===== config.mk =====
export PLATFORM = sky130hd
export DESIGN_NAME = rpfa_ctrl
export DESIGN_NICKNAME = d
export VERILOG_FILES = /design/src/design/rpfa_pkg.sv /design/src/design/rpfa_ctrl.sv
export VERILOG_INCLUDE_DIRS = /design/src /design/src/design
export SDC_FILE = /design/constraint.sdc
export NUM_CORES = 1
export LEC_CHECK = 0
export ABC_AREA = 1
export BUFFER_PORTS_ARGS = -buffer_cell sky130_fd_sc_hd__buf_2
export CORE_AREA = 2 2 39 41
export DETAILED_ROUTE_END_ITERATION = 8
export DIE_AREA = 0 0 41 43
export PLACE_DENSITY_LB_ADDON = 0.3
export SETUP_SLACK_MARGIN = 0.1
export SLEW_MARGIN = 0
export SYNTH_ARGS = -nofsm -noshare
export SYNTH_HDL_FRONTEND = slang
export SYNTH_SLANG_ARGS = --single-unit
export TNS_END_PERCENT = 1

===== constraint.sdc =====
create_clock -name clock -period 1.1 [get_ports clock]
set_input_delay 0.165 -clock clock [delete_from_list [all_inputs] [get_ports clock]]
set_output_delay 0.165 -clock clock [all_outputs]
set_load 0.02 [all_outputs]

===== src/design/refcounted_page_frame_allocator_core_defines.svh =====
// Assertion macros shared by the page frame allocator modules.
// Expects signals named clock and reset in the module that uses them.
`ifndef REFCOUNTED_PAGE_FRAME_ALLOCATOR_CORE_DEFINES_SVH
`define REFCOUNTED_PAGE_FRAME_ALLOCATOR_CORE_DEFINES_SVH

// checked outside reset only
`define RPFA_ASSERT(name, prop) \
   name: assert property (@(posedge clock) disable iff (reset) prop) \
      else $error("rpfa assertion failed");

// checked on every edge, reset included
`define RPFA_ASSERT_NORST(name, prop) \
   name: assert property (@(posedge clock) prop) \
      else $error("rpfa assertion failed");

`endif


===== src/design/rpfa_pkg.sv =====
// Shared constants, codes and controller/datapath interface types for the
// reference counted page frame allocator. No dependencies.
`default_nettype none

package rpfa_pkg;

   localparam int MAX_PAGES = 4096;
   localparam int PAGE_W    = 12;
   localparam int CFG_W     = 13;
   localparam int REF_W     = 8;
   localparam int MODE_W    = 2;
   localparam int STAT_W    = 3;
   localparam int CSR_IDX_W = 1;

   // used-page bitmap is stored as rows of 64 pages
   localparam int ROW_W     = 64;
   localparam int ROW_SEL_W = 6;
   localparam int ROWS      = MAX_PAGES / ROW_W;
   localparam int ROW_IDX_W = PAGE_W - ROW_SEL_W;
   localparam int ROW_PTR_W = CFG_W - ROW_SEL_W;

   localparam logic [CFG_W-1:0] PAGE_LIMIT = CFG_W'(MAX_PAGES);
   localparam logic [CFG_W-1:0] FREE_MAX   = {CFG_W{1'b1}};
   localparam logic [REF_W-1:0] REF_LIMIT  = 8'd255;

   localparam logic [MODE_W-1:0] MODE_ALLOC   = 2'd0;
   localparam logic [MODE_W-1:0] MODE_RELEASE = 2'd1;
   localparam logic [MODE_W-1:0] MODE_SHARE   = 2'd2;

   localparam logic [STAT_W-1:0] STS_OK      = 3'd0;
   localparam logic [STAT_W-1:0] STS_OOM     = 3'd1;
   localparam logic [STAT_W-1:0] STS_RANGE   = 3'd2;
   localparam logic [STAT_W-1:0] STS_UNALLOC = 3'd3;
   localparam logic [STAT_W-1:0] STS_SAT     = 3'd4;

   localparam logic [CSR_IDX_W-1:0] CSR_FIRST_PAGE = 1'd0;
   localparam logic [CSR_IDX_W-1:0] CSR_PAGE_COUNT = 1'd1;

   // what the datapath commits at the end of a request
   localparam logic [1:0] CM_NONE  = 2'd0;
   localparam logic [1:0] CM_ALLOC = 2'd1;
   localparam logic [1:0] CM_OOM   = 2'd2;
   localparam logic [1:0] CM_PAGE  = 2'd3;

   typedef struct packed {
      logic       clr_en;
      logic       load_req;
      logic       scan_start;
      logic       scan_step;
      logic [1:0] commit;
      logic       out_load;
   } rpfa_cmd_type;

   typedef struct packed {
      logic clr_last;
      logic is_alloc;
      logic start_oom;
      logic scan_hit;
      logic scan_end;
      logic out_free;
   } rpfa_stat_type;

endpackage

`default_nettype wire


===== src/design/rpfa_ctrl.sv =====
// Request sequencer for the page frame allocator: clear sweep, dispatch,
// allocation scan, page update and result hand-off. Uses rpfa_pkg and the defines header.
`default_nettype none
`include "refcounted_page_frame_allocator_core_defines.svh"

module rpfa_ctrl (
   input  logic                   clock,
   input  logic                   reset,
   input  logic                   req_valid,
   output logic                   req_ready,
   input  rpfa_pkg::rpfa_stat_type stat,
   output rpfa_pkg::rpfa_cmd_type  cmd
);

   localparam logic [2:0] S_CLEAR    = 3'd0;
   localparam logic [2:0] S_IDLE     = 3'd1;
   localparam logic [2:0] S_DISPATCH = 3'd2;
   localparam logic [2:0] S_SCAN     = 3'd3;
   localparam logic [2:0] S_PAGE_EX  = 3'd4;
   localparam logic [2:0] S_DONE     = 3'd5;

   logic [2:0] state_ff;
   logic [2:0] state_in;

   always_comb begin
      cmd       = '0;
      req_ready = 1'b0;
      state_in  = state_ff;
      unique case (state_ff)
         S_CLEAR: begin
            cmd.clr_en = 1'b1;
            if (stat.clr_last) state_in = S_IDLE;
         end
         S_IDLE: begin
            req_ready = 1'b1;
            if (req_valid) begin
               cmd.load_req = 1'b1;
               state_in     = S_DISPATCH;
            end
         end
         S_DISPATCH: begin
            if (stat.is_alloc) begin
               if (stat.start_oom) begin
                  cmd.commit = rpfa_pkg::CM_OOM;
                  state_in   = S_DONE;
               end else begin
                  cmd.scan_start = 1'b1;
                  state_in       = S_SCAN;
               end
            end else begin
               // bitmap row and count are being read this cycle
               state_in = S_PAGE_EX;
            end
         end
         S_SCAN: begin
            cmd.scan_step = 1'b1;
            if (stat.scan_hit) begin
               cmd.commit = rpfa_pkg::CM_ALLOC;
               state_in   = S_DONE;
            end else if (stat.scan_end) begin
               cmd.commit = rpfa_pkg::CM_OOM;
               state_in   = S_DONE;
            end
         end
         S_PAGE_EX: begin
            cmd.commit = rpfa_pkg::CM_PAGE;
            state_in   = S_DONE;
         end
         S_DONE: begin
            if (stat.out_free) begin
               cmd.out_load = 1'b1;
               state_in     = S_IDLE;
            end
         end
         default: begin
            state_in = S_CLEAR;
         end
      endcase
   end

   always_ff @(posedge clock) begin
      if (reset) begin
         state_ff <= S_CLEAR;
      end else begin
         state_ff <= state_in;
      end
   end

   `RPFA_ASSERT_NORST(a_reset_clears, reset |=> state_ff == S_CLEAR)
   `RPFA_ASSERT(a_commit_then_done, cmd.commit != rpfa_pkg::CM_NONE |=> state_ff == S_DONE)
   `RPFA_ASSERT(a_accept_dispatch, req_valid && req_ready |=> state_ff == S_DISPATCH)

endmodule

`default_nettype wire


======== Yosys cells after proc, flatten, opt, wreduce, memory -nomap -nowiden ========
Index checks and enable logic that the tools add are counted.
storage, ports and cells
  register bits ........................... 3
  output and inout port bits .............. 8
  input port bits ......................... 9
  logic and storage cells ................. 35
operators by class
  mux-type cells .......................... 23
  equal/unequal tests ..................... 9
  reductions and logical operators ........ 2
operator list
  cell                                                 number
  2-to-1 mux 3 bit                                     7
  one-hot mux 3 bit (6 select lines)                   1
  2-to-1 mux 1 bit                                     10
  2-to-1 mux 2 bit                                     4
  equality test 3 x 2 -> 1 bit, second input constant  2
  equality test 3 bit, second input constant           2
  != test 2 bit, second input constant                 3
  one-hot mux 2 bit (3 select lines)                   1
  AND reduction 4 bit                                  1
  equality test 3 x 1 -> 1 bit, second input constant  1
  logical NOT 3 bit                                    1
  != test 3 bit, second input constant                 1

======== Depth between registers and ports, before layout ========
Gate-level depths: netlist of run 1.
  word-level depth ........................ 3
  mapped depth ............................ 9
  gate-level depth less buffers ........... 8

======== Worst setup path after synthesis of run 1 ========
OpenSTA, ideal clock, no wires.
  kind .................................... register to output
  start ................................... register state_ff[2]
  end ..................................... output cmd[2] in the netlist's numbering
  data required time ...................... 935 ps
  cell stages (with the launch flop) ...... 4
  path slack .............................. -463 ps
  data arrival time ....................... 1398 ps
  buffers on the path ..................... 0
  cell sequence ........................... dfxtp_1 -> inv_2 -> nand3_1 -> o311ai_0
RTL lines
  what                      line             RTL
  start: declaration        rpfa_ctrl.sv:22  logic [2:0] state_ff;
  start signal: assignment  rpfa_ctrl.sv:85  state_ff <= state_in;
  end: declaration          rpfa_ctrl.sv:12  output rpfa_pkg::rpfa_cmd_type cmd

==> results of run 1 <==
[final timing paths]
kind / from / to / slack, ns / cells after the start
worst min-delay path: reset / state_ff[1] / 0.19 / 4
worst min register to register: state_ff[2] / state_ff[2] / 0.64 / 3
worst max register to register: state_ff[1] / state_ff[2] / -0.07 / 8
worst max-delay path: state_ff[2] / cmd[0] / -0.23 / 4
[repair_timing]
item,CTS,global route
pin swaps,3,1
resized for setup,18,5
gates cloned,0,0
setup endpoints to repair,11,11
buffers inserted,1,0
[final cells by class]
class / count / area, um^2
Tap cell: 16 / 20.02
Timing Repair Buffer: 24 / 186.4
Inverter: 12 / 50.05
Clock buffer: 4 / 26.28
Sequential cell: 3 / 68.82
Fill cell: 154 / 752.0
Multi-Input combinational cell: 39 / 280.3
[metal layers]
layer / routed length [um] / share of wire / global-route usage / vias up
met4: 17 / 0.019 / 0.06000 / 0
met2: 469 / 0.51 / 0.2000 / 13
met1: 391 / 0.43 / 0.1667 / 185
met5: 0 / 0 / 0 / -
li1: - / - / - / 230
met3: 37 / 0.040 / 0.03141 / 2
[layout by cell type (no fill, tap or decap), types with 3 or more instances in the layout]
| master | Yosys | routed |
|---|---|---|
| sky130_fd_sc_hd__a21oi_1 | 3 | 3 |
| sky130_fd_sc_hd__buf_2 | 0 | 8 |
| sky130_fd_sc_hd__buf_4 | 0 | 9 |
| sky130_fd_sc_hd__buf_6 | 1 | 7 |
| sky130_fd_sc_hd__clkbuf_4 | 0 | 3 |
| sky130_fd_sc_hd__inv_1 | 10 | 9 |
| sky130_fd_sc_hd__nand2_1 | 10 | 7 |
| sky130_fd_sc_hd__nand2_2 | 3 | 5 |
| sky130_fd_sc_hd__nor2_1 | 9 | 6 |
| sky130_fd_sc_hd__nor2_2 | 2 | 3 |
| sky130_fd_sc_hd__nor2_4 | 1 | 3 |
[worst max-delay path: stages, from the launching register on]
cell	delay, ns
sky130_fd_sc_hd__dfxtp_2	0.35
sky130_fd_sc_hd__inv_4	0.06
sky130_fd_sc_hd__buf_6	0.11
sky130_fd_sc_hd__nor4_4	0.22
sky130_fd_sc_hd__buf_4	0.17
[through the flow]
stage | power [mW] | hold WS, ns | util | instance area (um^2)
floorplan | 1.004 | 0.3247 | - | 387.9
global placement | 1.301 | 0.4349 | 0.3825 | 529.3
detailed placement | 1.300 | 0.4334 | 0.3825 | 529.3
CTS | 1.680 | 0.1855 | 0.4439 | 614.3
global route | 1.870 | 0.2251 | 0.4566 | 631.9
finish | 1.731 | 0.1854 | 0.4566 | 631.9
[logic make-up (layout without fill, tap and decap cells)]
kind of cell | after synthesis | in the layout | share of synthesized area
flops | 3 | 3 | 0.1928
simple gates | 33 | 33 | 0.5181
buf+inv | 13 | 40 | 0.1807
compound gates | 6 | 6 | 0.1084
[power breakdown]
part	total (mW)	switching, mW	leakage (nW)	internal, mW
logic	1.22	0.642	0.294	0.580
registers	0.315	0.129	0.0264	0.186
clock network	0.194	0.0577	0.0150	0.136
total	1.73	0.829	0.335	0.903
==> flow_summary_export.csv, run 1 <==
group,metric,value,unit
timing,finalWorstSetupSlack,-0.2326,ns
logic_synthesis,ys.flop_type,"sky130_fd_sc_hd__dfxtp_1",
final_layout,most_flop_heavy_register,"state_ff",
final_layout,area.growth.synth_to_final,102.8,%
routing,wl_final,914,um
logic_synthesis,synth.yosys.seq_area_share,0.1928,
power_and_ir_drop,vdd_ir_drop_max,0.9081,mV
logic_synthesis,synth_area_leader_cell,"sky130_fd_sc_hd__dfxtp_1",
timing,max-slew-margin-rel,0.8489,
floorplan,core_region_area,1384,um^2
final_layout,num_antenna_cells,0,
logic_synthesis,syn-num-nets,64,
routing,avgRoutedWirePerCell,9.327,um
timing,skew_final,0.004000,ns
timing,timing_max_transition_violations_final,0,
clocking,clkSinkCount,3,
floorplan,initial_utilization,0.2251,
logic_synthesis,syn_inst,55,
timing,timing.fmax,0.7504,GHz
timing,tightestPinTransition,0.2260,ns
final_layout,nNetsFinal,92,
clocking,cts_tree,"yes",
worst_setup_path,cp_max_fo,5,
job,maxCapViolCount,0,
worst_setup_path,timing.critical_path.arrival,1.17,ns
placement,global_placer_s_final_weighted_congestion,0.7827,
clocking,cts_buffer_depth,2,
worst_setup_path,worstPathRequired,0.94,ns
grt,antenna_found_initial,0,
clocking,clock_tree.htree_level_count,1,
final_layout,registers_with_the_most_flip_flops,"state_ff x3",
logic_synthesis,number_of_distinct_library_cells_after_synthesis,17,
grt,largest_net_degree_at_the_start_of_global_routing,8,
placement,placed_cells,93,
grt,grtUsageTotal,0.1314,
placement,dpl_worst_slack,-0.07772,ns
logic_synthesis,syn_avg_cell_area,5.665,um^2
grt,grt_pass1_wl,1.580,mm
routing,ant_nets,0,
final_layout,layout.cells.non_filler,98,
routing,first_pass_iters,4,
power_and_ir_drop,power.static_leakage,0.3352,nW
clocking,number_of_buffers_created_by_cts,3,
floorplan,io_pins,17,
status,status,"finished with violations",
timing,tns,-1.402,ns
worst_setup_path,worstSetupStartpointType,"flip-flop",
logic_synthesis,number_of_enable_type_register_cells_in_the_synthesized_netlist,0,
routing,detail_route.drc_violations,0,
logic_synthesis,ys_ff_latch,3,
final_layout,layout-drive-gt1-share,0.6220,
clocking,clkTransAtPathRegs,0.04,ns
grt,grt_pass1_vias,399,
floorplan,die_y,43,um
power_and_ir_drop,cellPowerDensity,2740,nW/um^2
min_path,worst_hold_path_type,"input pin to flip-flop",
routing,num_vias,430,
final_layout,largest_register_ff_count,3,
timing,rsz0062_at_grt,"yes",
logic_synthesis,yosysTopAreaCellShare,0.1928,
floorplan,placementRows,14,
logic_synthesis,post_synth_most_frequent_cells,"sky130_fd_sc_hd__inv_1, sky130_fd_sc_hd__nand2_1, sky130_fd_sc_hd__nor2_1",
timing,final-hold-violation-count,0,
grt,gr-total-overflow,0,
clocking,cts_root_buf,"sky130_fd_sc_hd__clkbuf_4",
floorplan,die_w,41,um
worst_setup_path,worstSetupPathType,"flip-flop to output port",
status,violations_in_the_final_reports,"setup timing",
worst_setup_path,setup.worst_path.end_class,"output port",
timing,setup-violations-final,10,
logic_synthesis,post_synth_instance_area,311.5,um^2
timing,finalWorstPathRequiredPeriod,1.333,ns
routing,detailedRoute.firstIterationViolations,7,
clocking,worstSkewPairLatency,0.23,ns
placement,place.port_buffers,16,
routing,drt-vias-per-instance,4.388,
clocking,post_cts_hold_buffer_count,0,
timing,period_share,1.211,
logic_synthesis,yosys_warnings,0,
logic_synthesis,async_reset_ff_frac,0,
floorplan,overall_die_area,1763,um^2
logic_synthesis,synthTopCellsByArea,"sky130_fd_sc_hd__dfxtp_1, sky130_fd_sc_hd__inv_1, sky130_fd_sc_hd__nand2_1",
placement,dpl.hpwl,720.9,um
Power figures use the tool's default switching activity.
==> run 2: changes to the inputs <==
Settings changed: BUFFER_PORTS_ARGS -buffer_cell sky130_fd_sc_hd__buf_2 to default, DONT_BUFFER_PORTS from default to 1.
==> flow_summary_export.csv, run 2 (same netlist as run 1, synthesis figures left out) <==
group,metric,value,unit
status,status,"finished with violations",
status,violations_in_the_final_reports,"setup timing",
final_layout,most_flop_heavy_register,"state_ff",
floorplan,overall_die_area,1763,um^2
floorplan,placementRows,14,
clocking,clkSinkCount,3,
routing,ant_nets,0,
timing,timing_max_transition_violations_final,0,
timing,finalWorstPathRequiredPeriod,1.305,ns
clocking,clkTransAtPathRegs,0.04,ns
final_layout,nNetsFinal,84,
routing,avgRoutedWirePerCell,10.66,um
power_and_ir_drop,vdd_ir_drop_max,1.218,mV
routing,drt-vias-per-instance,4.444,
clocking,worstSkewPairLatency,0.23,ns
worst_setup_path,worstPathRequired,0.94,ns
final_layout,layout_common_cells,"sky130_fd_sc_hd__buf_4, sky130_fd_sc_hd__inv_1",
worst_setup_path,cp_cell_sequence,"inv_6 > nand3_4 > o311ai_4",
routing,detail_route.drc_violations,0,
routing,first_pass_iters,4,
floorplan,die_y,43,um
final_layout,finish.utilization,0.4430,
power_and_ir_drop,cellPowerDensity,3061,nW/um^2
worst_setup_path,critPathSlowestCell,"sky130_fd_sc_hd__dfxtp_4",
placement,place.port_buffers,0,
floorplan,io_pins,17,
timing,final-hold-violation-count,0,
timing,tightestPinTransition,0.3565,ns
timing,setup-violations-final,11,
worst_setup_path,setup.worst_path.end_class,"output port",
worst_setup_path,path_delay_family,"flip-flops",
floorplan,core_region_area,1384,um^2
worst_setup_path,worstSetupStartpointType,"flip-flop",
final_layout,fillerInstances,141,
worst_setup_path,worstSetupPathType,"flip-flop to output port",
clocking,post_cts_hold_buffer_count,0,
clocking,cts_buffer_depth,2,
worst_setup_path,timing.critical_path.arrival,1.14,ns
worst_setup_path,cpPeakStageDelay,0.38,ns
floorplan,die_w,41,um
grt,grt_pass1_vias,361,
routing,wl_final,959,um
routing,num_vias,400,
final_layout,area.growth.synth_to_final,96.79,%
worst_setup_path,timing.critical_path.buf_inv,1,
timing,max-slew-margin-rel,0.7618,
placement,global_placer_s_final_weighted_congestion,0.7991,
timing,timing.fmax,0.7662,GHz
placement,dpl.hpwl,638,um
grt,antenna_found_initial,0,
timing,rsz0062_at_grt,"yes",
final_layout,largest_register_ff_count,3,
timing,skew_final,0.001005,ns
clocking,cts_root_buf,"sky130_fd_sc_hd__clkbuf_4",
timing,finalWorstSetupSlack,-0.2052,ns
final_layout,fin_area,613.1,um^2
placement,dpl_cell_area,476.7,um^2
floorplan,initial_utilization,0.2251,
final_layout,layout.cells.most_common,"sky130_fd_sc_hd__buf_4",
timing,period_share,1.187,
power_and_ir_drop,power.static_leakage,0.3095,nW
grt,grt_pass1_wl,1.476,mm
worst_setup_path,cp_max_fo,5,
grt,gr-total-overflow,0,
placement,dpl_worst_slack,-0.09161,ns
grt,grtUsageTotal,0.1253,
clocking,clock_tree.htree_level_count,1,
clocking,number_of_buffers_created_by_cts,3,
clocking,cts_tree,"yes",
job,maxCapViolCount,0,
routing,detailedRoute.firstIterationViolations,11,
final_layout,num_antenna_cells,0,
grt,largest_net_degree_at_the_start_of_global_routing,7,
min_path,worst_hold_path_type,"input pin to flip-flop",
final_layout,registers_with_the_most_flip_flops,"state_ff x3",
final_layout,layout-drive-gt1-share,0.6081,
## run 2: cell types whose count changed in the layout (fill, tap and decap cells not counted)
cell and delta:
sky130_fd_sc_hd__buf_4 +2, sky130_fd_sc_hd__nor2_2 -3, sky130_fd_sc_hd__inv_4 -1, sky130_fd_sc_hd__nand2_1 -1, sky130_fd_sc_hd__inv_1 -1, sky130_fd_sc_hd__buf_12 +1
sky130_fd_sc_hd__nand2_2 +1, sky130_fd_sc_hd__inv_6 +1, sky130_fd_sc_hd__nor2_4 +3, sky130_fd_sc_hd__buf_2 -8, sky130_fd_sc_hd__buf_6 -3, sky130_fd_sc_hd__inv_2 +1
## run 2: worst register-to-register path, stage by stage, from the launching register on
cell,delay [ns]
sky130_fd_sc_hd__dfxtp_4,0.41
sky130_fd_sc_hd__buf_6,0.14
sky130_fd_sc_hd__buf_6,0.10
sky130_fd_sc_hd__inv_2,0.03
sky130_fd_sc_hd__nand4_1,0.07
sky130_fd_sc_hd__nand2_2,0.08
sky130_fd_sc_hd__nor2_4,0.16
sky130_fd_sc_hd__nand2_2,0.06
sky130_fd_sc_hd__nand2_1,0.05
sky130_fd_sc_hd__nor2_1,0.03
## run 2: final timing paths
| kind | from | to | slack [ns] | cells after the start |
|---|---|---|---|---|
| min | reset | state_ff[1] | 0.1 | 3 |
| max reg2reg | state_ff[1] | state_ff[2] | -0.13 | 9 |
| min reg2reg | state_ff[2] | state_ff[2] | 0.66 | 3 |
| max | state_ff[0] | cmd[2] | -0.21 | 3 |
## run 2: stage by stage
| stage | hold slack [ns] | setup TNS [ns] | cells | total power, mW |
|---|---|---|---|---|
| floorplan | 0.3247 | -0.07543 | 55 | 1.004 |
| global placement | 0.3477 | -0.1733 | 79 | 1.292 |
| detailed placement | 0.3447 | -0.1973 | 79 | 1.286 |
| CTS | 0.09601 | -1.589 | 87 | 1.746 |
| global route | 0.1116 | -2.415 | 90 | 2.022 |
| finish | 0.09865 | -1.662 | 90 | 1.877 |
## run 2: routing by layer
metal	GRT usage	vias to the layer above	wire length [um]
met5	0	-	0
met4	0.06000	0	18
met3	0.01571	2	27
met2	0.2063	13	493
met1	0.1502	175	419
li1	-	210	-
## run 2: report_power, final
| group | leakage (nW) | internal [mW] | switching (mW) |
|---|---|---|---|
| clock | 0.0150 | 0.136 | 0.0563 |
| combinational | 0.268 | 0.646 | 0.718 |
| sequential | 0.0264 | 0.187 | 0.133 |
| total | 0.309 | 0.968 | 0.908 |
## run 2: timing repair
item                       4_1_cts  5_1_grt
hold endpoints to repair         0        0
pin swaps                        5        4
setup endpoints to repair       11       11
resized for setup               16        4
buffers inserted                 4        3
## run 2: cell type report
cell class | count | area, um^2 | area share
clock buffers | 4 | 26.28 | 0.04286
inverters | 12 | 52.55 | 0.08571
multi-input cells | 39 | 297.8 | 0.4857
flip-flops and latches | 3 | 68.82 | 0.1122
well taps | 16 | 20.02 | 0.03265
repair buffers | 16 | 147.6 | 0.2408
